`src/hw/rtl/rpbb_pkg.sv`:
```
// Shared types, constants and codes of the rational point bounding box unit.
`timescale 1ns / 1ps
package rpbb_pkg;

	localparam int AXES_DEF = 3;
	localparam int MAX_AXES = 3;
	localparam int CW       = 32;
	localparam int VW       = 48;
	localparam int FRAC     = 16;
	localparam int LBW      = 47;
	localparam int CNT_W    = $clog2(VW);

	localparam logic [CNT_W-1:0] CNT_LAST = CNT_W'(VW - 1);

	localparam logic signed [VW-1:0] POS_INF = {1'b0, {(VW-1){1'b1}}};
	localparam logic signed [VW-1:0] NEG_INF = {1'b1, {(VW-1){1'b0}}};
	localparam logic [LBW-1:0] LB_RESET = LBW'(64'd68719476736);

	typedef enum logic [1:0] {
		CFG_RATIONAL = 2'd0,
		CFG_IGNORE   = 2'd1,
		CFG_MASK     = 2'd2,
		CFG_LARGE    = 2'd3
	} cfg_idx_t;

	typedef struct packed {
		logic signed [CW-1:0] weight;
		logic signed [CW-1:0] coord_x;
		logic signed [CW-1:0] coord_y;
		logic signed [CW-1:0] coord_z;
		logic                 last_point;
	} point_t;

	typedef struct packed {
		logic signed [VW-1:0] min_x;
		logic signed [VW-1:0] max_x;
		logic signed [VW-1:0] min_y;
		logic signed [VW-1:0] max_y;
		logic signed [VW-1:0] min_z;
		logic signed [VW-1:0] max_z;
		logic                 mixed_weights;
	} box_t;

	typedef struct packed {
		logic signed [VW-1:0] p_min;
		logic signed [VW-1:0] p_max;
		logic signed [VW-1:0] m_min;
		logic signed [VW-1:0] m_max;
	} bnd_t;

	typedef enum logic [2:0] {
		UPD_SKIP       = 3'd0,
		UPD_WIDEN_BOTH = 3'd1,
		UPD_PLAIN_ONLY = 3'd2,
		UPD_NEG_FORCE  = 3'd3,
		UPD_MAX_INF    = 3'd4,
		UPD_MIN_INF    = 3'd5
	} upd_op_t;

	typedef struct packed {
		upd_op_t              op;
		logic signed [VW-1:0] val;
		logic [LBW-1:0]       bound;
	} upd_t;

	typedef struct packed {
		logic [VW-1:0] num;
		logic [CW-1:0] den;
		logic          neg;
	} div_req_t;

endpackage

```
`src/hw/rtl/rational_point_bounding_box_unit.sv`:
```
// Top level of the rational point bounding box unit: sequencer, registers and handshakes.
`timescale 1ns / 1ps
// A point is taken when point_valid is high and point_stall low; point_stall stays high while
// the point is worked on. In rational mode each axis with a nonzero weight goes through one
// shared 48-step radix-2 divider; a zero weight or raw mode bypasses the divider. The point
// marked last_point then loads the box, which is held in an output register
// until taken, so the next set may start meanwhile; a second last point waits only while that
// register is still full and box_stall is high.
// Configuration writes are taken at any time but must only be made while the unit is idle.
module rational_point_bounding_box_unit #(
	parameter int AXES = rpbb_pkg::AXES_DEF
) (
	input  logic                      clk,
	input  logic                      arst_n,
	input  logic                      point_valid,
	output logic                      point_stall,
	input  rpbb_pkg::point_t          point,
	output logic                      box_valid,
	input  logic                      box_stall,
	output rpbb_pkg::box_t            box,
	input  logic                      cfg_valid,
	output logic                      cfg_ready,
	input  logic [1:0]                cfg_index,
	input  logic [rpbb_pkg::LBW-1:0]  cfg_data
);
	import rpbb_pkg::*;

	localparam int AW = (AXES > 1) ? $clog2(AXES) : 1;

	typedef enum logic [3:0] {
		S_IDLE = 4'b0001,
		S_AXIS = 4'b0010,
		S_DIV  = 4'b0100,
		S_DONE = 4'b1000
	} st_t;

	st_t state_q;
	st_t state_nxt;

	logic           rational_q;
	logic           ignore_q;
	logic [2:0]     mask_q;
	logic [LBW-1:0] large_q;

	logic seen_pos_q;
	logic seen_neg_q;
	logic last_q;
	logic signed [CW-1:0] weight_q;
	logic signed [CW-1:0] coord_q [AXES];
	logic [AW-1:0] ax_q;
	logic          box_valid_q;
	box_t          box_q;

	logic signed [CW-1:0] coord_in [MAX_AXES];
	logic take;
	logic ax_last;
	logic out_free;
	logic step;
	logic clear;
	upd_t upd;
	logic div_start;
	div_req_t div_req;
	logic div_done;
	logic signed [VW-1:0] div_quo;
	logic [CW-1:0] c_abs;
	logic [CW-1:0] w_abs;
	logic signed [CW-1:0] c_head;
	logic mixed;
	bnd_t [AXES-1:0] bounds;
	logic signed [VW-1:0] lo_v [MAX_AXES];
	logic signed [VW-1:0] hi_v [MAX_AXES];

	assign take      = point_valid && !point_stall;
	assign point_stall = (state_q != S_IDLE);
	assign cfg_ready = 1'b1;
	assign ax_last   = (ax_q == AW'(AXES - 1));
	assign out_free  = !box_valid_q || !box_stall;
	assign mixed     = rational_q && seen_pos_q && seen_neg_q;
	assign coord_in[0] = point.coord_x;
	assign coord_in[1] = point.coord_y;
	assign coord_in[2] = point.coord_z;
	assign c_head    = coord_q[0];
	assign c_abs     = c_head[CW-1] ? (CW'(0) - c_head) : c_head;
	assign w_abs     = weight_q[CW-1] ? (CW'(0) - weight_q) : weight_q;

	always_comb begin
		div_req.num = {c_abs, {FRAC{1'b0}}};
		div_req.den = w_abs;
		div_req.neg = c_head[CW-1] ^ weight_q[CW-1];
	end

	always_ff @(posedge clk or negedge arst_n) begin
		if (!arst_n) begin
			rational_q <= 1'b0;
			ignore_q   <= 1'b0;
			mask_q     <= 3'b111;
			large_q    <= LB_RESET;
		end else if (cfg_valid && cfg_ready) begin
			unique case (cfg_idx_t'(cfg_index))
				CFG_RATIONAL: rational_q <= cfg_data[0];
				CFG_IGNORE:   ignore_q   <= cfg_data[0];
				CFG_MASK:     mask_q     <= cfg_data[2:0];
				CFG_LARGE:    large_q    <= cfg_data;
				default:      rational_q <= rational_q;
			endcase
		end
	end

	always_comb begin
		state_nxt = state_q;
		step      = 1'b0;
		clear     = 1'b0;
		div_start = 1'b0;
		upd.op    = UPD_SKIP;
		upd.val   = {{(VW-CW){c_head[CW-1]}}, c_head};
		upd.bound = large_q;
		unique case (state_q)
			S_IDLE: begin
				if (take) begin
					state_nxt = S_AXIS;
				end
			end
			S_AXIS: begin
				if (!rational_q) begin
					step   = 1'b1;
					upd.op = UPD_WIDEN_BOTH;
				end else if (weight_q == '0) begin
					step = 1'b1;
					if (c_head == '0 || ignore_q) begin
						upd.op = UPD_SKIP;
					end else if (c_head[CW-1]) begin
						upd.op = UPD_MIN_INF;
					end else begin
						upd.op = UPD_MAX_INF;
					end
				end else begin
					div_start = 1'b1;
					state_nxt = S_DIV;
				end
				if (step) begin
					state_nxt = ax_last ? (last_q ? S_DONE : S_IDLE) : S_AXIS;
				end
			end
			S_DIV: begin
				upd.val = div_quo;
				if (div_done) begin
					step = 1'b1;
					if (!weight_q[CW-1]) begin
						upd.op = UPD_WIDEN_BOTH;
					end else if (ignore_q) begin
						upd.op = UPD_PLAIN_ONLY;
					end else begin
						upd.op = UPD_NEG_FORCE;
					end
					state_nxt = ax_last ? (last_q ? S_DONE : S_IDLE) : S_AXIS;
				end
			end
			S_DONE: begin
				if (out_free) begin
					clear     = 1'b1;
					state_nxt = S_IDLE;
				end
			end
			default: begin
				state_nxt = S_IDLE;
			end
		endcase
	end

	always_ff @(posedge clk or negedge arst_n) begin
		if (!arst_n) begin
			state_q     <= S_IDLE;
			ax_q        <= '0;
			seen_pos_q  <= 1'b0;
			seen_neg_q  <= 1'b0;
			box_valid_q <= 1'b0;
		end else begin
			state_q <= state_nxt;
			if (take) begin
				ax_q <= '0;
				if (rational_q) begin
					seen_pos_q <= seen_pos_q | (!point.weight[CW-1] && point.weight != '0);
					seen_neg_q <= seen_neg_q | point.weight[CW-1];
				end
			end else if (step) begin
				ax_q <= ax_last ? '0 : ax_q + 1'b1;
			end
			if (clear) begin
				seen_pos_q  <= 1'b0;
				seen_neg_q  <= 1'b0;
				box_valid_q <= 1'b1;
			end else if (box_valid_q && !box_stall) begin
				box_valid_q <= 1'b0;
			end
		end
	end

	always_ff @(posedge clk) begin
		if (take) begin
			weight_q <= point.weight;
			last_q   <= point.last_point;
			for (int i = 0; i < AXES; i++) begin
				coord_q[i] <= coord_in[i];
			end
		end else if (step) begin
			for (int i = 0; i < AXES - 1; i++) begin
				coord_q[i] <= coord_q[i+1];
			end
			coord_q[AXES-1] <= coord_q[0];
		end
		if (clear) begin
			box_q.min_x         <= lo_v[0];
			box_q.max_x         <= hi_v[0];
			box_q.min_y         <= lo_v[1];
			box_q.max_y         <= hi_v[1];
			box_q.min_z         <= lo_v[2];
			box_q.max_z         <= hi_v[2];
			box_q.mixed_weights <= mixed;
		end
	end

	for (genvar a = 0; a < MAX_AXES; a++) begin : g_axis
		if (a < AXES) begin : g_on
			assign lo_v[a] = mask_q[a] ? (mixed ? bounds[a].m_min : bounds[a].p_min) : '0;
			assign hi_v[a] = mask_q[a] ? (mixed ? bounds[a].m_max : bounds[a].p_max) : '0;
		end else begin : g_off
			assign lo_v[a] = '0;
			assign hi_v[a] = '0;
		end
	end

	assign box_valid = box_valid_q;
	assign box       = box_q;

	rpbb_div u_div (
		.clk    (clk),
		.arst_n (arst_n),
		.start  (div_start),
		.req    (div_req),
		.done   (div_done),
		.quo    (div_quo)
	);

	rpbb_track #(
		.AXES (AXES)
	) u_track (
		.clk    (clk),
		.arst_n (arst_n),
		.clear  (clear),
		.step   (step),
		.upd    (upd),
		.bounds (bounds)
	);

`ifndef SYNTH
	a_div_in_wait: assert property (@(posedge clk) disable iff (!arst_n)
		div_done |-> state_q == S_DIV)
		else $error("quotient arrived outside the divide wait");
	a_box_from_done: assert property (@(posedge clk) disable iff (!arst_n)
		$rose(box_valid_q) |-> $past(state_q == S_DONE))
		else $error("box loaded outside the done state");
	a_take_starts: assert property (@(posedge clk) disable iff (!arst_n)
		take |=> state_q == S_AXIS && ax_q == '0)
		else $error("accepted point did not start at the first axis");
`endif

endmodule

```
`src/hw/rtl/rpbb_div.sv`:
```
// Shared radix-2 restoring divider: signed Q32.16 quotient, saturated to 48 bits.
`timescale 1ns / 1ps
module rpbb_div (
	input  logic                        clk,
	input  logic                        arst_n,
	input  logic                        start,
	input  rpbb_pkg::div_req_t          req,
	output logic                        done,
	output logic signed [rpbb_pkg::VW-1:0] quo
);
	import rpbb_pkg::*;

	logic             busy_q;
	logic             fix_q;
	logic             done_q;
	logic [CNT_W-1:0] cnt_q;
	logic [VW-1:0]    num_q;
	logic [CW-1:0]    den_q;
	logic [CW-1:0]    rem_q;
	logic [VW-1:0]    quo_q;
	logic             neg_q;
	logic signed [VW-1:0] res_q;

	logic [CW+1:0] trial;
	logic          qbit;
	logic [CW-1:0] rem_nxt;
	logic [VW-1:0] quo_neg;
	logic signed [VW-1:0] fixed;

	always_comb begin
		trial   = {1'b0, rem_q, num_q[VW-1]} - {2'b00, den_q};
		qbit    = ~trial[CW+1];
		rem_nxt = qbit ? trial[CW-1:0] : {rem_q[CW-2:0], num_q[VW-1]};
		quo_neg = '0 - quo_q;
		if (neg_q) begin
			fixed = quo_neg;
		end else if (quo_q[VW-1]) begin
			fixed = POS_INF;
		end else begin
			fixed = quo_q;
		end
	end

	always_ff @(posedge clk or negedge arst_n) begin
		if (!arst_n) begin
			busy_q <= 1'b0;
			fix_q  <= 1'b0;
			done_q <= 1'b0;
			cnt_q  <= '0;
		end else begin
			done_q <= fix_q;
			fix_q  <= 1'b0;
			if (start) begin
				busy_q <= 1'b1;
				cnt_q  <= '0;
			end else if (busy_q) begin
				cnt_q <= cnt_q + 1'b1;
				if (cnt_q == CNT_LAST) begin
					busy_q <= 1'b0;
					fix_q  <= 1'b1;
				end
			end
		end
	end

	always_ff @(posedge clk) begin
		if (start) begin
			num_q <= req.num;
			den_q <= req.den;
			neg_q <= req.neg;
			rem_q <= '0;
			quo_q <= '0;
		end else if (busy_q) begin
			rem_q <= rem_nxt;
			num_q <= {num_q[VW-2:0], 1'b0};
			quo_q <= {quo_q[VW-2:0], qbit};
		end
		if (fix_q) begin
			res_q <= fixed;
		end
	end

	assign done = done_q;
	assign quo  = res_q;

`ifndef SYNTH
	a_start_idle: assert property (@(posedge clk) disable iff (!arst_n)
		start |-> !busy_q && !fix_q)
		else $error("divider started while busy");
	a_done_pulse: assert property (@(posedge clk) disable iff (!arst_n)
		done_q |=> !done_q)
		else $error("divider done held longer than one cycle");
	a_last_step: assert property (@(posedge clk) disable iff (!arst_n)
		(busy_q && !start && cnt_q == CNT_LAST) |=> fix_q && !busy_q)
		else $error("divider did not finish after its last step");
`endif

endmodule

```
`src/hw/rtl/rpbb_track.sv`:
```
// Plain and mixed bound tracks, one axis updated per step, rotated through the head slot.
`timescale 1ns / 1ps
module rpbb_track #(
	parameter int AXES = rpbb_pkg::AXES_DEF
) (
	input  logic                          clk,
	input  logic                          arst_n,
	input  logic                          clear,
	input  logic                          step,
	input  rpbb_pkg::upd_t                upd,
	output rpbb_pkg::bnd_t [AXES-1:0]     bounds
);
	import rpbb_pkg::*;

	bnd_t [AXES-1:0] bnd_q;
	bnd_t            head_nxt;
	logic signed [VW-1:0] lb_pos;
	logic signed [VW-1:0] lb_neg;

	function automatic logic signed [VW-1:0] lower(input logic signed [VW-1:0] a,
		input logic signed [VW-1:0] b);
		return (a > b) ? b : a;
	endfunction

	function automatic logic signed [VW-1:0] upper(input logic signed [VW-1:0] a,
		input logic signed [VW-1:0] b);
		return (a < b) ? b : a;
	endfunction

	always_comb begin
		lb_pos   = {1'b0, upd.bound};
		lb_neg   = '0 - lb_pos;
		head_nxt = bnd_q[0];
		unique case (upd.op)
			UPD_WIDEN_BOTH: begin
				head_nxt.p_min = lower(bnd_q[0].p_min, upd.val);
				head_nxt.p_max = upper(bnd_q[0].p_max, upd.val);
				head_nxt.m_min = lower(bnd_q[0].m_min, upd.val);
				head_nxt.m_max = upper(bnd_q[0].m_max, upd.val);
			end
			UPD_PLAIN_ONLY: begin
				head_nxt.p_min = lower(bnd_q[0].p_min, upd.val);
				head_nxt.p_max = upper(bnd_q[0].p_max, upd.val);
			end
			UPD_NEG_FORCE: begin
				head_nxt.p_min = lower(bnd_q[0].p_min, upd.val);
				head_nxt.p_max = upper(bnd_q[0].p_max, upd.val);
				head_nxt.m_min = lb_neg;
				head_nxt.m_max = lb_pos;
			end
			UPD_MAX_INF: begin
				head_nxt.p_max = POS_INF;
				head_nxt.m_max = POS_INF;
			end
			UPD_MIN_INF: begin
				head_nxt.p_min = NEG_INF;
				head_nxt.m_min = NEG_INF;
			end
			default: begin
				head_nxt = bnd_q[0];
			end
		endcase
	end

	always_ff @(posedge clk or negedge arst_n) begin
		if (!arst_n) begin
			for (int i = 0; i < AXES; i++) begin
				bnd_q[i] <= '{p_min: POS_INF, p_max: NEG_INF, m_min: POS_INF, m_max: NEG_INF};
			end
		end else if (clear) begin
			for (int i = 0; i < AXES; i++) begin
				bnd_q[i] <= '{p_min: POS_INF, p_max: NEG_INF, m_min: POS_INF, m_max: NEG_INF};
			end
		end else if (step) begin
			for (int i = 0; i < AXES - 1; i++) begin
				bnd_q[i] <= bnd_q[i+1];
			end
			bnd_q[AXES-1] <= head_nxt;
		end
	end

	assign bounds = bnd_q;

endmodule

```
`config.mk`:
```
export PLATFORM = sky130hd
export DESIGN_NAME = rational_point_bounding_box_unit
export DESIGN_NICKNAME = d
export VERILOG_FILES = /design/src/hw/rtl/rpbb_pkg.sv /design/src/hw/rtl/rational_point_bounding_box_unit.sv /design/src/hw/rtl/rpbb_div.sv /design/src/hw/rtl/rpbb_track.sv
export SDC_FILE = /design/constraint.sdc
export NUM_CORES = 2
export LEC_CHECK = 0
export BUFFER_PORTS_ARGS = -buffer_cell sky130_fd_sc_hd__buf_2
export CAP_MARGIN = 20
export CORE_UTILIZATION = 60
export CTS_CLUSTER_DIAMETER = 30
export DETAILED_ROUTE_END_ITERATION = 10
export HOLD_SLACK_MARGIN = 0.15
export PLACE_DENSITY = 0.81
export SETUP_SLACK_MARGIN = 0.15
export SYNTH_ARGS = -nofsm -noshare
export SYNTH_HDL_FRONTEND = slang
export SYNTH_SLANG_ARGS = --single-unit
```
`constraint.sdc`:
```
create_clock -name clk -period 17 [get_ports clk]
set_clock_uncertainty 0.1 [all_clocks]
set_input_delay 0.85 -clock clk [delete_from_list [all_inputs] [get_ports clk]]
set_output_delay 0.85 -clock clk [all_outputs]
set_load 0.02 [all_outputs]
```
Word-level counts from Yosys, hierarchy flattened
Memories as Yosys holds them, arrays and structs flattened.
Index checks and enable logic that the tools add are counted.
Widths: inputs -> output; s select.
{ "word_totals": {"register_bits": 1161, "latchBits": 0, "mem_bits_rw": 96, "rom_bits": 0, "output_inout_bits": 292, "memories": 1} }
{ "memory_table": {"columns": ["memory", "depth", "width", "read_ports", "rd_ports_with_merged_regs", "wr", "line", "rtl"], "rows": [
  ["coord_q", 3, 32, 3, 0, 3, "rational_point_bounding_box_unit.sv:49", "logic signed [CW-1:0] coord_q [AXES];"]
]} }
{ "op_classes": {"n_addsub": 7, "n_mul": 0, "n_div": 0, "n_lt_le_gt_ge": 4, "eq_ne": 20, "shift": 0, "mux": 78, "bitwise_logic": 7, "reduce_logical": 28} }
{ "op_table": {"columns": ["op", "count"], "rows": [
  ["$mux 576", 2],
  ["$mux 48", 14],
  ["$pmux 48 s3", 2],
  ["$pmux 48 s2", 2],
  ["$mux 32", 5],
  ["$gt 48x48->1", 2],
  ["$lt 48x48->1", 2],
  ["$logic_not 32->1", 2],
  ["$sub 1x32->32 const A", 2],
  ["$sub 1x47->48 const A", 1],
  ["$sub 1x48->48 const A", 1],
  ["$mux 47", 1],
  ["$sub 33x32->34", 1],
  ["$mux 4", 8],
  ["$reduce_bool 32->1", 1],
  ["$mux 31", 1],
  ["$mux 1", 30],
  ["$pmux 4 s4", 1],
  ["$mux 3", 5],
  ["$mux 6", 2],
  ["$reduce_bool 2->1", 6],
  ["$reduce_and 2->1", 5],
  ["$add 6x1->6 const B", 1],
  ["$eq 2x2->1 const B", 3],
  ["26 further kinds", 44]
]} }

Logic depth before layout (Yosys ltp)
An unclocked memory read counts as a cell.
{ "depth": {"depth_word": 12, "depth_mapped": 20} }

By module
A second synthesis with hierarchy kept.
{ "unflattened": {"hier_cells": 6100, "area_unflattened_um2": 64755.9} }
{ "modules_own_cells": {"columns": ["mod", "instances", "cells_per_inst", "area_per_inst_um2"], "rows": [
  ["rpbb_track", 1, 3112, 30899.6],
  ["rational_point_bounding_box_unit", 1, 1938, 22779.3],
  ["rpbb_div", 1, 1050, 11076.9]
]} }

Least setup slack after synthesis
Ideal clock, no wire load.
{ "synth_path": {"path_type": "reg-to-reg", "from": "register state_q[1]", "to": "register box_q, in the netlist box[0], enable pin", "setup_time_ns": 0.764, "t_arrival_ns": 9.633, "required_ns": 16.136, "setup_slack_ns": 6.502, "stages_incl_launch_ff": 6, "period_less_slack_ns": 10.498, "cell_sequence": "dfrtp_1 -> or4b_2 -> nand2b_1 -> clkinv_1 -> clkbuf_1 -> clkbuf_1"} }
{ "synth_via": {"elab_chain_cells": 2} }
{ "synth_lines": {"columns": ["item", "line", "rtl"], "rows": [
  ["start: declaration", "rational_point_bounding_box_unit.sv:37", "st_t state_q;"],
  ["start signal: assignment", "rational_point_bounding_box_unit.sv:178", "state_q <= state_nxt;"],
  ["$eq 4x4->1", "rational_point_bounding_box_unit.sv:117", "unique case (state_q)"],
  ["$mux 1", "rational_point_bounding_box_unit.sv:117", null],
  ["net clear", "rational_point_bounding_box_unit.sv:59", "logic clear;"],
  ["end: declaration", "rational_point_bounding_box_unit.sv:52", "box_t box_q;"]
]} }
The timed path passes the listed nets, and every way through them passes these cells.
A chain may end at the register's enable or synchronous reset.

Worst setup path after layout
{ "layout_path": {"from": "register state_q[1]", "to": "register u_track.bnd_q, in the netlist u_track.bounds[463]"} }
{ "layout_via": {"elab_chain_cells": 7, "elab_cells_between_ends": 16} }
{ "layout_lines": {"columns": ["item", "line", "rtl"], "rows": [
  ["$eq 4x3->1", "rational_point_bounding_box_unit.sv:117", null],
  ["$mux 48", "rational_point_bounding_box_unit.sv:117", null],
  ["$gt 48x48->1", "rpbb_track.sv:22", "return (a > b) ? b : a;"],
  ["$mux 48", "rpbb_track.sv:22", null],
  ["$pmux 48 s3", "rpbb_track.sv:34", "unique case (upd.op)"],
  ["$mux 576", "rpbb_track.sv:74", "end else if (step) begin"],
  ["$mux 576", "rpbb_track.sv:70", "end else if (clear) begin"],
  ["end signal: indexed assignment", "rpbb_track.sv:72", "bnd_q[i] <= '{p_min: POS_INF, p_max: NEG_INF, m_min: POS_INF, m_max: NEG_INF};"],
  ["end signal: indexed assignment", "rpbb_track.sv:76", "bnd_q[i] <= bnd_q[i+1];"],
  ["end signal: indexed assignment", "rpbb_track.sv:78", "bnd_q[AXES-1] <= head_nxt;"],
  ["end: declaration", "rpbb_track.sv:15", "bnd_t [AXES-1:0] bnd_q;"]
]} }
Parallel ways exist; a longest one is shown, timed or not. The select of a mux whose other input is x is not followed.

==> results.json <==
{
  "drtIter0Drc": 7080,
  "r2r_slack_ps": 10650,
  "synthArstFlopShare_pct": 51.4,
  "peakVddDrop_v": 0.000135,
  "cts_resized": 0,
  "hold_class": "primary input to flop",
  "dieArea_um2": 106000,
  "worst_slew_pin_slew_ps": 1220,
  "cp_slowest_cell": "nand2_1",
  "final_nets": 7386,
  "dp_hpwl_mm": 135,
  "crit_family": "simple AND/OR/NAND/NOR gates",
  "avgSynthCellArea_um2": 9.53,
  "final_hold_viol_count": 0,
  "port_buffers": 473,
  "arrival_ps": 6990,
  "criticalPathCategory": "flop to flop",
  "critPathLaunchType": "flop",
  "cp-end-kind": "flop",
  "finalSetupViolCount": 0,
  "synth_seq_area_share_pct": 54.5,
  "dpl.cell_count": 8060,
  "rsz0062_at_grt": "no",
  "fin_crit_ps": 6350,
  "num_rows": 118,
  "area_delta_synth_final_pct": 19.9,
  "post-synth-top-area-cell": "edfxtp_1",
  "route.detailed.drc": 0,
  "stdcell_area_um2": 75000,
  "multi_input_area_um2": 26500,
  "total_power_mw": 14.9,
  "cts_tree": "built",
  "fin_cells": 8584,
  "cp_num_buf_inv": 3,
  "critical-path-max-stage-delay_ps": 750,
  "clkTransAtPathRegs_ps": 50,
  "routed_wl_mm": 208,
  "drive_gt1_share_pct": 19.5,
  "seq_area_um2": 34100,
  "h-tree-depth": 4,
  "synth_area_leaders": "edfxtp_1, dfrtp_1, nand2_1, dfstp_2, ha_1",
  "synthFlopType": "edfxtp_1",
  "finalCritPeriodShare_pct": 37.3,
  "clock_path_buffers": 3,
  "cap_violations": 0,
  "initial_core_util_pct": 60.5,
  "root_buffer": "clkbuf_16",
  "numCtsBuffers": 241,
  "worstSkewPairLatency_ps": 850,
  "dieWidth_um": 325,
  "synth_nets": 6966,
  "grt_max_degree": 166,
  "wl_per_cell_um": 24.3,
  "netlist_area_um2": 62500,
  "die_y_um": 325,
  "worstPathMaxFanout": 39,
  "synth_cell_types": 93,
  "antenna_found_initial": 12,
  "grt_first_pass_wirelength_mm": 316,
  "ys_seq_elements": 1257,
  "outcome": "finished clean",
  "core_um2": 103000,
  "synth_top_area_share_pct": 25.5,
  "gp_congestion": 0.976,
  "pin_count": 475,
  "post-cts-setup-buffers": 0,
  "power.density_nw_per_um2": 198,
  "cp_cell_sequence": "or4b_2 > buf_4 > nand2_1 > nand2_1 > inv_1 > ha_1 > nand4_1 > nor4_1 > nand4_1 > nor3_1 > o31ai_1 > and3_1 > o21ai_0 > o21ai_4 > buf_4 > a221oi_1 > nor2_1",
  "grt_pass1_vias": 52800,
  "required_ps": 17640,
  "fill_cells": 7065,
  "final_cell_mix": "nand2_1, edfxtp_1, buf_2, o21ai_0, dfrtp_1",
  "synth_enable_flop_cells": 531,
  "fmax_mhz": 158,
  "yosysWarnings": 0,
  "fin_setup_tns_ps": 0,
  "leakage_nw": 32.7,
  "vias_per_cell": 6.29,
  "drtAntennaViolNets": 0,
  "slew_headroom_pct": 17.9,
  "first_pass_iters": 6,
  "route.vias.total": 54000,
  "cts.sinks": 1257,
  "slew_violations": 0,
  "postPlaceCellArea_um2": 65700,
  "grtUsageTotal_pct": 39.1,
  "gr-total-overflow": 0,
  "final_common_cell": "nand2_1",
  "synth_cells": 6563
}
==> repair_timing <==
item | in CTS | in global routing
endpoints found under the setup margin | 0 | 0
endpoints found under the hold margin | 86 | 0
hold buffers | 54 | 0
==> layout make-up <==
| cell class | instances | area share [%] |
|---|---|---|
| clock buffer | 296 | 8.77 |
| inverter | 121 | 0.629 |
| clock inverter | 164 | 2.70 |
| multi-input combinational | 4767 | 35.4 |
| antenna | 4 | 0.0134 |
| tap | 1380 | 2.30 |
| sequential | 1257 | 45.5 |
| timing repair buffer | 595 | 4.75 |
==> final timing paths <==
| kind | startpoint | cells past startpoint | endpoint |
|---|---|---|---|
| hold reg to reg | u_track.bounds[347] | 2 | u_track.bounds[155] |
| setup reg to reg | state_q[1] | 17 | u_track.bounds[463] |
| setup / recovery | state_q[1] | 17 | u_track.bounds[463] |
| min in group asynchronous | arst_n | 2 | u_track.bounds[235] |
| max in group asynchronous | arst_n | 4 | u_track.bounds[298] |
| hold / removal | cfg_data[39] | 2 | large_q[39] |
==> power by group <==
part | switching [mW] | leakage, nW | internal (mW) | total, mW
sequential | 1.25 | 13.0 | 4.54 | 5.79
combinational | 2.54 | 15.5 | 1.54 | 4.09
clock | 1.73 | 4.15 | 3.26 | 4.98
==> kinds of logic (layout without fill, tap and decap cells) <==
logic type	Yosys count	in the layout	share of synthesized area, %
simple gates	2958	2958	19.6
xor+xnor	146	146	2.04
buf+inv	539	1176	3.31
fa+ha+maj	225	225	4.50
other cells	1	5	0.00600
compound gates	1315	1315	14.0
flops	1257	1257	54.5
mux	122	122	2.07
==> metal layers <==
metal | GRT usage, % | share of wire [%]
met5 | 0 | 0.024
met4 | 27.5 | 7.8
met3 | 9.14 | 11
met2 | 60.0 | 45
met1 | 48.9 | 36
==> flip-flops by register name, indices dropped and copies added (netlist names), 2 cells and up <==
signal,count
u_track.bounds,576
box,289
coord_q,96
u_div.quo,48
u_div.quo_q,48
large_q,47
u_div.den_q,32
u_div.num_q,32
u_div.rem_q,32
weight_q,32
u_div.cnt_q,6
state_q,4
mask_q,3
ax_q,2
==> synth_stat cells (15+ instances only) <==
cell type / instances
a211oi_1: 18
a21boi_0: 291
a21o_1: 73
a21oi_1: 145
a221oi_1: 49
a31oi_1: 27
buf_1: 31
buf_2: 18
clkbuf_1: 365
dfrtp_1: 353
dfstp_2: 293
dfxtp_1: 80
edfxtp_1: 531
ha_1: 219
inv_1: 118
mux2_2: 55
mux2i_1: 66
nand2_1: 2114
nand3_1: 223
nand4_1: 41
nor2_1: 317
nor2b_1: 19
nor3_1: 64
nor4_1: 39
o211ai_1: 35
o211ai_2: 20
o21a_1: 15
o21ai_0: 442
o221ai_1: 96
o31ai_1: 30
or3_1: 35
or4_1: 16
xnor2_1: 74
xor2_1: 72
==> metrics by stage <==
step	util, %	hold WS, ps	setup slack (ps)
after global placement	63.5	345	10930
final	72.5	173	10650
after CTS	72.4	151	10850
after detailed placement	63.5	349	10900
after global routing	72.5	167	10410
after floorplan	-	340	6500
No activity file was read; power rests on OpenSTA's default activity.
